**config.mk**
```make
export PLATFORM = sky130hd
export DESIGN_NAME = integer_list_text_parser_unit_flat
export DESIGN_NICKNAME = d
export VERILOG_FILES = /design/src/sv/ilp_pkg.sv /design/src/sv/ilp_if.sv /design/src/sv/ilp_ram.sv /design/src/sv/integer_list_text_parser_unit.sv /design/src/flat_wrapper.sv
export SDC_FILE = /design/constraint.sdc
export NUM_CORES = 2
export LEC_CHECK = 0
export ABC_AREA = 1
export ABC_CLOCK_PERIOD_IN_PS = 8000
export BUFFER_PORTS_ARGS = -buffer_cell sky130_fd_sc_hd__buf_2
export CORE_MARGIN = 4
export CORE_UTILIZATION = 28
export CTS_CLUSTER_DIAMETER = 60
export DETAILED_ROUTE_END_ITERATION = 16
export GPL_TIMING_DRIVEN = 1
export PLACE_DENSITY = 0.51
export SYNTH_ARGS = -nofsm -noshare
export SYNTH_HDL_FRONTEND = slang
export SYNTH_HIERARCHICAL = 1
export SYNTH_SLANG_ARGS = --single-unit
```
**constraint.sdc**
```tcl
create_clock -name clk -period 8 [get_ports clk]
set_input_delay 1.2 -clock clk [delete_from_list [all_inputs] [get_ports clk]]
set_output_delay 1.2 -clock clk [all_outputs]
set_load 0.01 [all_outputs]
```
**src/sv/ilp_pkg.sv**
```systemverilog
// Integer list text parser: shared widths, character codes and seen-map geometry.
// No dependencies; compiled first and imported by the interfaces and the top level.
`default_nettype none

package ilp_pkg;

	// Number range: every accepted number lies below ID_COUNT
	localparam int unsigned ID_COUNT    = 1024;
	localparam int unsigned IDX_W       = (ID_COUNT > 1) ? $clog2(ID_COUNT) : 1;
	// Room for the largest accepted number times ten plus a digit
	localparam int unsigned ACC_W       = $clog2(ID_COUNT * 10);
	localparam int unsigned DEC_BASE    = 10;

	// Field widths of the channels
	localparam int unsigned BYTE_W      = 8;
	localparam int unsigned INDEX_OUT_W = 10;

	// Seen map: rows of ROW_W flags, one valid bit per row (at most 256 rows)
	localparam int unsigned ROW_W  = (ID_COUNT <= 8192) ? 32 :
	                                 (1 << $clog2((ID_COUNT + 255) / 256));
	localparam int unsigned BIT_W  = $clog2(ROW_W);
	localparam int unsigned ROWS   = ((1 << IDX_W) + ROW_W - 1) / ROW_W;
	localparam int unsigned ROW_AW = (ROWS > 1) ? $clog2(ROWS) : 1;

	// Character codes
	localparam logic [BYTE_W-1:0] CH_OPEN  = 8'h5B;
	localparam logic [BYTE_W-1:0] CH_CLOSE = 8'h5D;
	localparam logic [BYTE_W-1:0] CH_COMMA = 8'h2C;
	localparam logic [BYTE_W-1:0] CH_SPACE = 8'h20;
	localparam logic [BYTE_W-1:0] CH_TAB   = 8'h09;
	localparam logic [BYTE_W-1:0] CH_CR    = 8'h0D;
	localparam logic [BYTE_W-1:0] CH_LF    = 8'h0A;
	localparam logic [BYTE_W-1:0] CH_ZERO  = 8'h30;
	localparam logic [BYTE_W-1:0] CH_NINE  = 8'h39;

endpackage

`default_nettype wire

```
**src/sv/ilp_if.sv**
```systemverilog
// Integer list text parser: valid/ready channel interfaces for text bytes and results.
// Depends on ilp_pkg for field widths.
`default_nettype none

interface ilp_in_if
	import ilp_pkg::*;
();
	logic              valid;
	logic              ready;
	logic [BYTE_W-1:0] text_byte;
	logic              last_byte;

	modport source (output valid, output text_byte, output last_byte, input ready);
	modport sink   (input valid, input text_byte, input last_byte, output ready);
endinterface

interface ilp_out_if
	import ilp_pkg::*;
();
	logic                   valid;
	logic                   ready;
	logic                   index_valid;
	logic [INDEX_OUT_W-1:0] index_value;
	logic                   finished;
	logic                   well_formed;

	modport source (output valid, output index_valid, output index_value,
	                output finished, output well_formed, input ready);
	modport sink   (input valid, input index_valid, input index_value,
	                input finished, input well_formed, output ready);
endinterface

`default_nettype wire

```
**src/sv/ilp_ram.sv**
```systemverilog
// Integer list text parser: generic single write port RAM with registered read.
// No dependencies.
`default_nettype none

module ilp_ram #(
	parameter int unsigned WIDTH = 32,
	parameter int unsigned DEPTH = 32
) (
	input  wire                                     clk,
	input  wire                                     we,
	input  wire  [((DEPTH > 1) ? $clog2(DEPTH) : 1)-1:0] waddr,
	input  wire  [WIDTH-1:0]                        wdata,
	input  wire                                     re,
	input  wire  [((DEPTH > 1) ? $clog2(DEPTH) : 1)-1:0] raddr,
	output logic [WIDTH-1:0]                        rdata
);
	logic [WIDTH-1:0] mem_q [DEPTH];

	// Write port
	always_ff @(posedge clk) begin
		if (we) begin
			mem_q[waddr] <= wdata;
		end
	end

	// Registered read, held while not enabled
	always_ff @(posedge clk) begin
		if (re) begin
			rdata <= mem_q[raddr];
		end
	end
endmodule

`default_nettype wire

```
**src/sv/integer_list_text_parser_unit.sv**
```systemverilog
// Integer list text parser: top level, byte register, parse logic, seen map, result register.
// Depends on ilp_pkg, ilp_in_if / ilp_out_if and ilp_ram.
//
//   port    | dir | transfer carries
//   --------+-----+-----------------------------------------------------
//   chars   | in  | text_byte, last_byte: one character of the list
//   result  | out | index_valid, index_value, finished, well_formed
//
// One byte per cycle sustained while results are taken; a result enters the result register
// from the byte register when that register advances, and can then transfer. The seen
// map is a RAM of rows read as each byte is taken, at the row that byte will need, so the
// parse step never waits on it.
// Reset and every byte marked last clear the row valid bits at once: no clearing pass.
// A stalled result holds the byte register; new bytes are taken while it drains.
`default_nettype none

module integer_list_text_parser_unit
	import ilp_pkg::*;
(
	input  wire          clk,
	input  wire          arst_n,
	ilp_in_if.sink       chars,
	ilp_out_if.source    result
);
	typedef enum logic [6:0] {
		PH_BEFORE_OPEN = 7'b0000001,
		PH_AFTER_OPEN  = 7'b0000010,
		PH_EXPECT_NUM  = 7'b0000100,
		PH_IN_NUM      = 7'b0001000,
		PH_AFTER_NUM   = 7'b0010000,
		PH_TAIL        = 7'b0100000,
		PH_ERROR       = 7'b1000000
	} ilp_phase_t;

	function automatic logic is_blank(input logic [BYTE_W-1:0] c);
		return (c == CH_SPACE) || (c == CH_TAB) || (c == CH_CR) || (c == CH_LF);
	endfunction

	function automatic logic is_digit(input logic [BYTE_W-1:0] c);
		return (c >= CH_ZERO) && (c <= CH_NINE);
	endfunction

	// Value after taking a digit: continue the number or start a new one
	function automatic logic [ACC_W-1:0] digit_value(input logic in_num,
			input logic [IDX_W-1:0] acc, input logic [BYTE_W-1:0] c);
		logic [ACC_W-1:0] base;
		base = in_num ? ACC_W'(acc) * ACC_W'(DEC_BASE) : '0;
		return base + ACC_W'(c[3:0]);
	endfunction

	// Number whose seen flag this byte may need
	function automatic logic [ACC_W-1:0] check_value(input logic in_num,
			input logic [IDX_W-1:0] acc, input logic [BYTE_W-1:0] c);
		return is_digit(c) ? digit_value(in_num, acc, c) : ACC_W'(acc);
	endfunction

	function automatic ilp_phase_t after_number(input logic [BYTE_W-1:0] c);
		ilp_phase_t ph;
		if (c == CH_COMMA) begin
			ph = PH_EXPECT_NUM;
		end else if (c == CH_CLOSE) begin
			ph = PH_TAIL;
		end else if (is_blank(c)) begin
			ph = PH_AFTER_NUM;
		end else begin
			ph = PH_ERROR;
		end
		return ph;
	endfunction

	// Byte register
	logic              valid_s1;
	logic [BYTE_W-1:0] byte_s1;
	logic              last_s1;

	// Parse state
	ilp_phase_t        phase_q;
	logic [IDX_W-1:0]  acc_q;
	logic [ROWS-1:0]   row_vld_q;
	logic              byp_q;
	logic [ROW_W-1:0]  byp_row_q;

	// Result register
	logic                   out_valid_q;
	logic                   out_index_valid_q;
	logic [INDEX_OUT_W-1:0] out_index_value_q;
	logic                   out_finished_q;
	logic                   out_well_formed_q;

	// Step logic
	logic              adv;
	logic              in_fire;
	logic              dig;
	logic [ACC_W-1:0]  acc_dig;
	logic              dig_ok;
	logic [ACC_W-1:0]  chk;
	logic [ROW_AW-1:0] chk_row;
	logic [BIT_W-1:0]  chk_bit;
	logic [ROW_W-1:0]  rd_row;
	logic [ROW_W-1:0]  seen_row;
	logic              seen;
	ilp_phase_t        phase_n;
	logic [IDX_W-1:0]  acc_n;
	logic              idx_vld;
	logic [IDX_W-1:0]  idx_val;
	logic              wf;
	logic              wr;
	logic              wr_en;
	logic [ROW_AW-1:0] wr_row;
	logic [ROW_W-1:0]  wr_data;
	ilp_phase_t        phase_eff;
	logic [IDX_W-1:0]  acc_eff;
	logic [ACC_W-1:0]  pre_chk;
	logic [ROW_AW-1:0] pre_row;

	// Handshake: the byte register advances whenever the result register frees up
	assign adv          = valid_s1 && (!out_valid_q || result.ready);
	assign chars.ready  = !valid_s1 || adv;
	assign in_fire      = chars.valid && chars.ready;

	// Seen flag for the number this byte checks, with the same-edge write folded in
	assign dig      = is_digit(byte_s1);
	assign acc_dig  = digit_value(phase_q == PH_IN_NUM, acc_q, byte_s1);
	assign dig_ok   = acc_dig < ACC_W'(ID_COUNT);
	assign chk      = check_value(phase_q == PH_IN_NUM, acc_q, byte_s1);
	assign chk_row  = ROW_AW'(IDX_W'(chk) >> BIT_W);
	assign chk_bit  = BIT_W'(IDX_W'(chk));
	assign seen_row = row_vld_q[chk_row] ? (byp_q ? byp_row_q : rd_row) : '0;
	assign seen     = seen_row[chk_bit];

	// Parse one byte
	always_comb begin
		phase_n = phase_q;
		acc_n   = acc_q;
		idx_vld = 1'b0;
		idx_val = '0;
		wr      = 1'b0;
		case (phase_q)
			PH_BEFORE_OPEN: begin
				if (byte_s1 == CH_OPEN) begin
					phase_n = PH_AFTER_OPEN;
				end else if (!is_blank(byte_s1)) begin
					phase_n = PH_ERROR;
				end
			end
			PH_AFTER_OPEN, PH_EXPECT_NUM: begin
				if (dig) begin
					acc_n   = IDX_W'(acc_dig);
					phase_n = dig_ok ? PH_IN_NUM : PH_ERROR;
				end else if (byte_s1 == CH_CLOSE && phase_q == PH_AFTER_OPEN) begin
					phase_n = PH_TAIL;
				end else if (!is_blank(byte_s1)) begin
					phase_n = PH_ERROR;
				end
			end
			PH_IN_NUM: begin
				if (dig) begin
					if (dig_ok) begin
						acc_n = IDX_W'(acc_dig);
					end else begin
						acc_n   = '0;
						phase_n = PH_ERROR;
					end
				end else if (seen) begin
					phase_n = PH_ERROR;
				end else begin
					// number ends: report it, then treat the byte as after a number
					idx_vld = 1'b1;
					idx_val = acc_q;
					wr      = !last_s1;
					phase_n = after_number(byte_s1);
				end
			end
			PH_AFTER_NUM: begin
				phase_n = after_number(byte_s1);
			end
			PH_TAIL: begin
				if (!is_blank(byte_s1)) begin
					phase_n = PH_ERROR;
				end
			end
			default: begin
				phase_n = PH_ERROR;
			end
		endcase

		// String ends inside a number: complete it, reject the list
		if (last_s1 && phase_n == PH_IN_NUM) begin
			idx_vld = !seen;
			idx_val = acc_n;
			phase_n = PH_ERROR;
		end
		wf = last_s1 && (phase_n == PH_TAIL);
	end

	// Seen map update: set the flag of a new number
	assign wr_en   = adv && wr;
	assign wr_row  = ROW_AW'(acc_q >> BIT_W);
	assign wr_data = seen_row | (ROW_W'(1) << chk_bit);

	// Prefetch the row the incoming byte will check, from the state it will see
	assign phase_eff = adv ? (last_s1 ? PH_BEFORE_OPEN : phase_n) : phase_q;
	assign acc_eff   = adv ? acc_n : acc_q;
	assign pre_chk   = check_value(phase_eff == PH_IN_NUM, acc_eff, chars.text_byte);
	assign pre_row   = ROW_AW'(IDX_W'(pre_chk) >> BIT_W);

	ilp_ram #(
		.WIDTH (ROW_W),
		.DEPTH (ROWS)
	) u_seen_ram (
		.clk   (clk),
		.we    (wr_en),
		.waddr (wr_row),
		.wdata (wr_data),
		.re    (in_fire),
		.raddr (pre_row),
		.rdata (rd_row)
	);

	// Byte register: load on transfer, drop once consumed
	always_ff @(posedge clk or negedge arst_n) begin
		if (!arst_n) begin
			valid_s1 <= 1'b0;
		end else if (in_fire) begin
			valid_s1 <= 1'b1;
		end else if (adv) begin
			valid_s1 <= 1'b0;
		end
	end

	always_ff @(posedge clk) begin
		if (in_fire) begin
			byte_s1 <= chars.text_byte;
			last_s1 <= chars.last_byte;
		end
	end

	// Parse state: advance per byte, clear after the last byte
	always_ff @(posedge clk or negedge arst_n) begin
		if (!arst_n) begin
			phase_q   <= PH_BEFORE_OPEN;
			acc_q     <= '0;
			row_vld_q <= '0;
		end else if (adv) begin
			if (last_s1) begin
				phase_q   <= PH_BEFORE_OPEN;
				acc_q     <= '0;
				row_vld_q <= '0;
			end else begin
				phase_q <= phase_n;
				acc_q   <= acc_n;
				if (wr) begin
					row_vld_q[wr_row] <= 1'b1;
				end
			end
		end
	end

	// Bypass: a row written on the edge it is read comes from here, not the RAM
	always_ff @(posedge clk or negedge arst_n) begin
		if (!arst_n) begin
			byp_q <= 1'b0;
		end else if (in_fire) begin
			byp_q <= wr_en && (wr_row == pre_row);
		end
	end

	always_ff @(posedge clk) begin
		if (in_fire) begin
			byp_row_q <= wr_data;
		end
	end

	// Result register: load on advance, drop on transfer
	always_ff @(posedge clk or negedge arst_n) begin
		if (!arst_n) begin
			out_valid_q <= 1'b0;
		end else if (adv) begin
			out_valid_q <= 1'b1;
		end else if (result.ready) begin
			out_valid_q <= 1'b0;
		end
	end

	always_ff @(posedge clk) begin
		if (adv) begin
			out_index_valid_q <= idx_vld;
			out_index_value_q <= idx_vld ? INDEX_OUT_W'(idx_val) : '0;
			out_finished_q    <= last_s1;
			out_well_formed_q <= wf;
		end
	end

	assign result.valid       = out_valid_q;
	assign result.index_valid = out_index_valid_q;
	assign result.index_value = out_index_value_q;
	assign result.finished    = out_finished_q;
	assign result.well_formed = out_well_formed_q;
endmodule

`default_nettype wire
```
**src/flat_wrapper.sv**
```systemverilog
// flat-port wrapper written by rule: the top's interface ports become plain ports
module integer_list_text_parser_unit_flat import ilp_pkg::*;
  (clk, arst_n, chars_valid, chars_text_byte, chars_last_byte, chars_ready, result_valid, result_index_valid, result_index_value, result_finished, result_well_formed, result_ready);
  ilp_in_if chars_i ();
  ilp_out_if result_i ();
  input  wire clk;
  input  wire arst_n;
  input wire logic [$bits(chars_i.valid)-1:0] chars_valid;
  input wire logic [$bits(chars_i.text_byte)-1:0] chars_text_byte;
  input wire logic [$bits(chars_i.last_byte)-1:0] chars_last_byte;
  output wire logic [$bits(chars_i.ready)-1:0] chars_ready;
  output wire logic [$bits(result_i.valid)-1:0] result_valid;
  output wire logic [$bits(result_i.index_valid)-1:0] result_index_valid;
  output wire logic [$bits(result_i.index_value)-1:0] result_index_value;
  output wire logic [$bits(result_i.finished)-1:0] result_finished;
  output wire logic [$bits(result_i.well_formed)-1:0] result_well_formed;
  input wire logic [$bits(result_i.ready)-1:0] result_ready;
  assign chars_i.valid = chars_valid;
  assign chars_i.text_byte = chars_text_byte;
  assign chars_i.last_byte = chars_last_byte;
  assign chars_ready = chars_i.ready;
  assign result_valid = result_i.valid;
  assign result_index_valid = result_i.index_valid;
  assign result_index_value = result_i.index_value;
  assign result_finished = result_i.finished;
  assign result_well_formed = result_i.well_formed;
  assign result_i.ready = result_ready;
  integer_list_text_parser_unit u_core (.clk(clk), .arst_n(arst_n), .chars(chars_i), .result(result_i));
endmodule
```
==> results_dict.tcl <==
set metrics [dict create \
    outcome "finished, final reports clean" \
    hold_viol 0 \
    p_leak_uw 0.0216 \
    cts-hold-fix-buffers 0 \
    p_comb_share_pct 1.6 \
    die_y_um 432 \
    clock_latency_ps 770 \
    cts_tree "built" \
    timing.final.ws_setup_ps 522 \
    crit_path_end_kind "register" \
    initial_core_util_pct 28.2 \
    ys_seq_elements 1162 \
    crit_path_top_delay_cell "fa_1" \
    fmax_mhz 134 \
    gp_congestion 0.867 \
    portBuffers 27 \
    dr.pass1.iters 6 \
    grt_pass1_wl_um 224000 \
    layout-drive-gt1-share_pct 12.1 \
    p_clk_share_pct 46.6 \
    synth_area_um2 50400 \
    antennaDiodeCount 0 \
    clkTransAtPathRegs_ps 60 \
    setup-violations-final 0 \
    htreeDepth 4 \
    grt_max_degree 91 \
    layout.nets 4680 \
    async_flop_share_pct 4.48 \
    io_pins 28 \
    fill_cells 17800 \
    internal_power_uw 10100 \
    cp-start-kind "register" \
    place_area_um2 54000 \
    period_share_pct 93.5 \
    switchingPower_uw 2720 \
    yosysSeqAreaShare_pct 68.7 \
    worstPathRequired_ps 8500 \
    ir_drop_mv 0.180 \
    rows 155 \
    synth_edf_count 1110 \
    dp_hpwl_um 84200 \
    drc 0 \
    core_um2 179000 \
    power_frac_seq_pct 51.7 \
    wire_per_inst_um 22.2 \
    skew_ps 50.6 \
    worst_pin_slew_ps 1160 \
    final_area_um2 59000 \
    path_class "register to register" \
    drt_iter0_drc 3375 \
    hp-class "register to register" \
    grt-ovfl-total 0 \
    relSlewSlack_pct 22.1 \
    arrival_ps 7980 \
    powerDensity_nw_per_um2 218 \
    critical-path-max-stage-delay_ps 440 \
    synth_cells 4526 \
    via_count 34800 \
    grt_pass1_vias 33200 \
    drv_slew 0 \
    grt_antenna_before_repair 3 \
    switching_share_pct 21.2 \
    synth_cell_types 49 \
    path_max_fanout 41 \
    cap_violations 0 \
    grt_usage_pct 16.1 \
    layout_common_cells "nand2_1, edfxtp_1, nand3_1, clkbuf_16, buf_4" \
    syn_area_per_cell_um2 11.1 \
    seqCellArea_um2 34600 \
    clock_path_buffers 3 \
    fp.dieArea_um2 187000 \
    cp_common_cell "nand2_1" \
    ys.warnings.count 6 \
    clock-sinks 1162 \
    cts_made_buffers 134 \
    ant_nets 0 \
    final_common_cell "nand2_1" \
    setup_tns_ps 0 \
    syn_to_final_growth_pct 17.0 \
    multi_input_area_um2 14100 \
    cts-root-buf "clkbuf_16" \
    finalPower_uw 12900 \
    fp.dieW_um 432 \
    rsz0062_at_grt "no" \
    syn-num-nets 4574 \
    via_per_inst 4.91 \
    wl_um 157000 \
    dp_slack_ps 133 \
    synthFlopType "edfxtp_1" \
    period_needed_ps 7480 \
]
-- worst max-delay path: cells and delay by family, from the launching register on --
family	cells	cell delay (ps)
buffers and inverters	8	960
AO/OA/AOI/OAI	4	620
flip-flops	1	400
adder cells (fa/ha/maj)	3	860
AND/OR/NAND/NOR	40	4290
-- metal layers --
metal	global-route usage, %	wire [um]	vias to the layer above
met5	0	0	-
met4	5.66	4940	0
met3	3.02	11600	236
met2	25.8	73100	1350
met1	21.7	67700	17200
li1	-	-	16000
-- logic make-up (layout without fill, tap and decap cells) --
family | count (synthesis) | in the layout | share of synthesized area [%]
xor gates and xnor gates | 7 | 7 | 0.122
DFF | 1162 | 1162 | 68.7
AOI/OAI and AO/OA | 163 | 163 | 1.81
and+or+nand+nor | 2756 | 2759 | 23.4
buffers and inverters | 371 | 576 | 4.30
adders and majority gates | 35 | 35 | 0.914
muxes | 32 | 32 | 0.715
-- power groups by stage --
stage / registers [uW] / clock network [uW] / logic (uW)
finish: 6650 / 5990 / 210
CTS: 6650 / 6120 / 208
detailed placement: 6780 / 0 / 207
global placement: 6780 / 0 / 207
global route: 6650 / 6390 / 230
floorplan: 6770 / 0 / 119
-- worst paths after layout --
| check | start | end | slack (ps) | cells after the start |
|---|---|---|---|---|
| max | u_core/phase_q[6] | u_core/u_seen_ram/rdata[18] | 520 | 55 |
| min | u_core/row_vld_q[11] | u_core/row_vld_q[11] | 510 | 2 |
| max reg2reg | u_core/phase_q[6] | u_core/u_seen_ram/rdata[18] | 520 | 55 |
| min reg2reg | u_core/row_vld_q[11] | u_core/row_vld_q[11] | 510 | 2 |
| max in group asynchronous | arst_n | u_core/byp_q | 6860 | 2 |
| min in group asynchronous | arst_n | u_core/phase_q[3] | 580 | 2 |
-- registers in the layout, indices dropped and copies added (netlist names) --
signal                     flops
u_core/acc_q                  10
u_core/result.index_value     10
u_core/last_s1                 1
u_core/u_seen_ram/rdata       32
u_core/byte_s1                 8
u_core/valid_s1                1
u_core/byp_q                   1
u_core/byp_row_q              32
u_core/result.well_formed      1
u_core/row_vld_q              32
u_core/result.index_valid      1
u_core/u_seen_ram/mem_q     1024
u_core/phase_q                 7
u_core/result.finished         1
u_core/result.valid            1
-- cell usage after synthesis, types with 25 or more instances --
cell / n / area [um^2]
buf_2: 89 / 445
o21ai_0: 61 / 305
a21oi_1: 37 / 185
buf_6: 70 / 788
buf_4: 26 / 195
ha_1: 32 / 400
edfxtp_1: 1110 / 33300
nand3_1: 895 / 4480
nand2_1: 1638 / 6150
clkbuf_1: 45 / 169
a31oi_1: 25 / 156
mux2_2: 32 / 360
inv_1: 107 / 402
dfrtp_1: 51 / 1280
nor2_1: 139 / 522
-- cell type report --
cell class	count	area share [%]
flip-flops and latches	1162	58.7
clock buffers	166	5.96
clock inverters	72	1.36
multi-input cells	2996	24.0
repair buffers	216	4.02
well taps	2355	5.00
repair inverters	4	0.0764
inverters	118	0.855
-- per-stage QoR --
| step | utilization, % | hold WS (ps) | instances |
|---|---|---|---|
| floorplan | - | 463 | 4526 |
| global placement | 30.2 | 483 | 6821 |
| detailed placement | 30.2 | 487 | 6821 |
| CTS | 32.6 | 502 | 7059 |
| global route | 33.0 | 528 | 7089 |
| finish | 33.0 | 509 | 7089 |
-- repair_timing --
item	4_1_cts	5_1_grt
resized for setup	0	52
buffers inserted	0	13
setup endpoints to repair	0	32
Note: power is estimated with default switching activity, not from simulation.
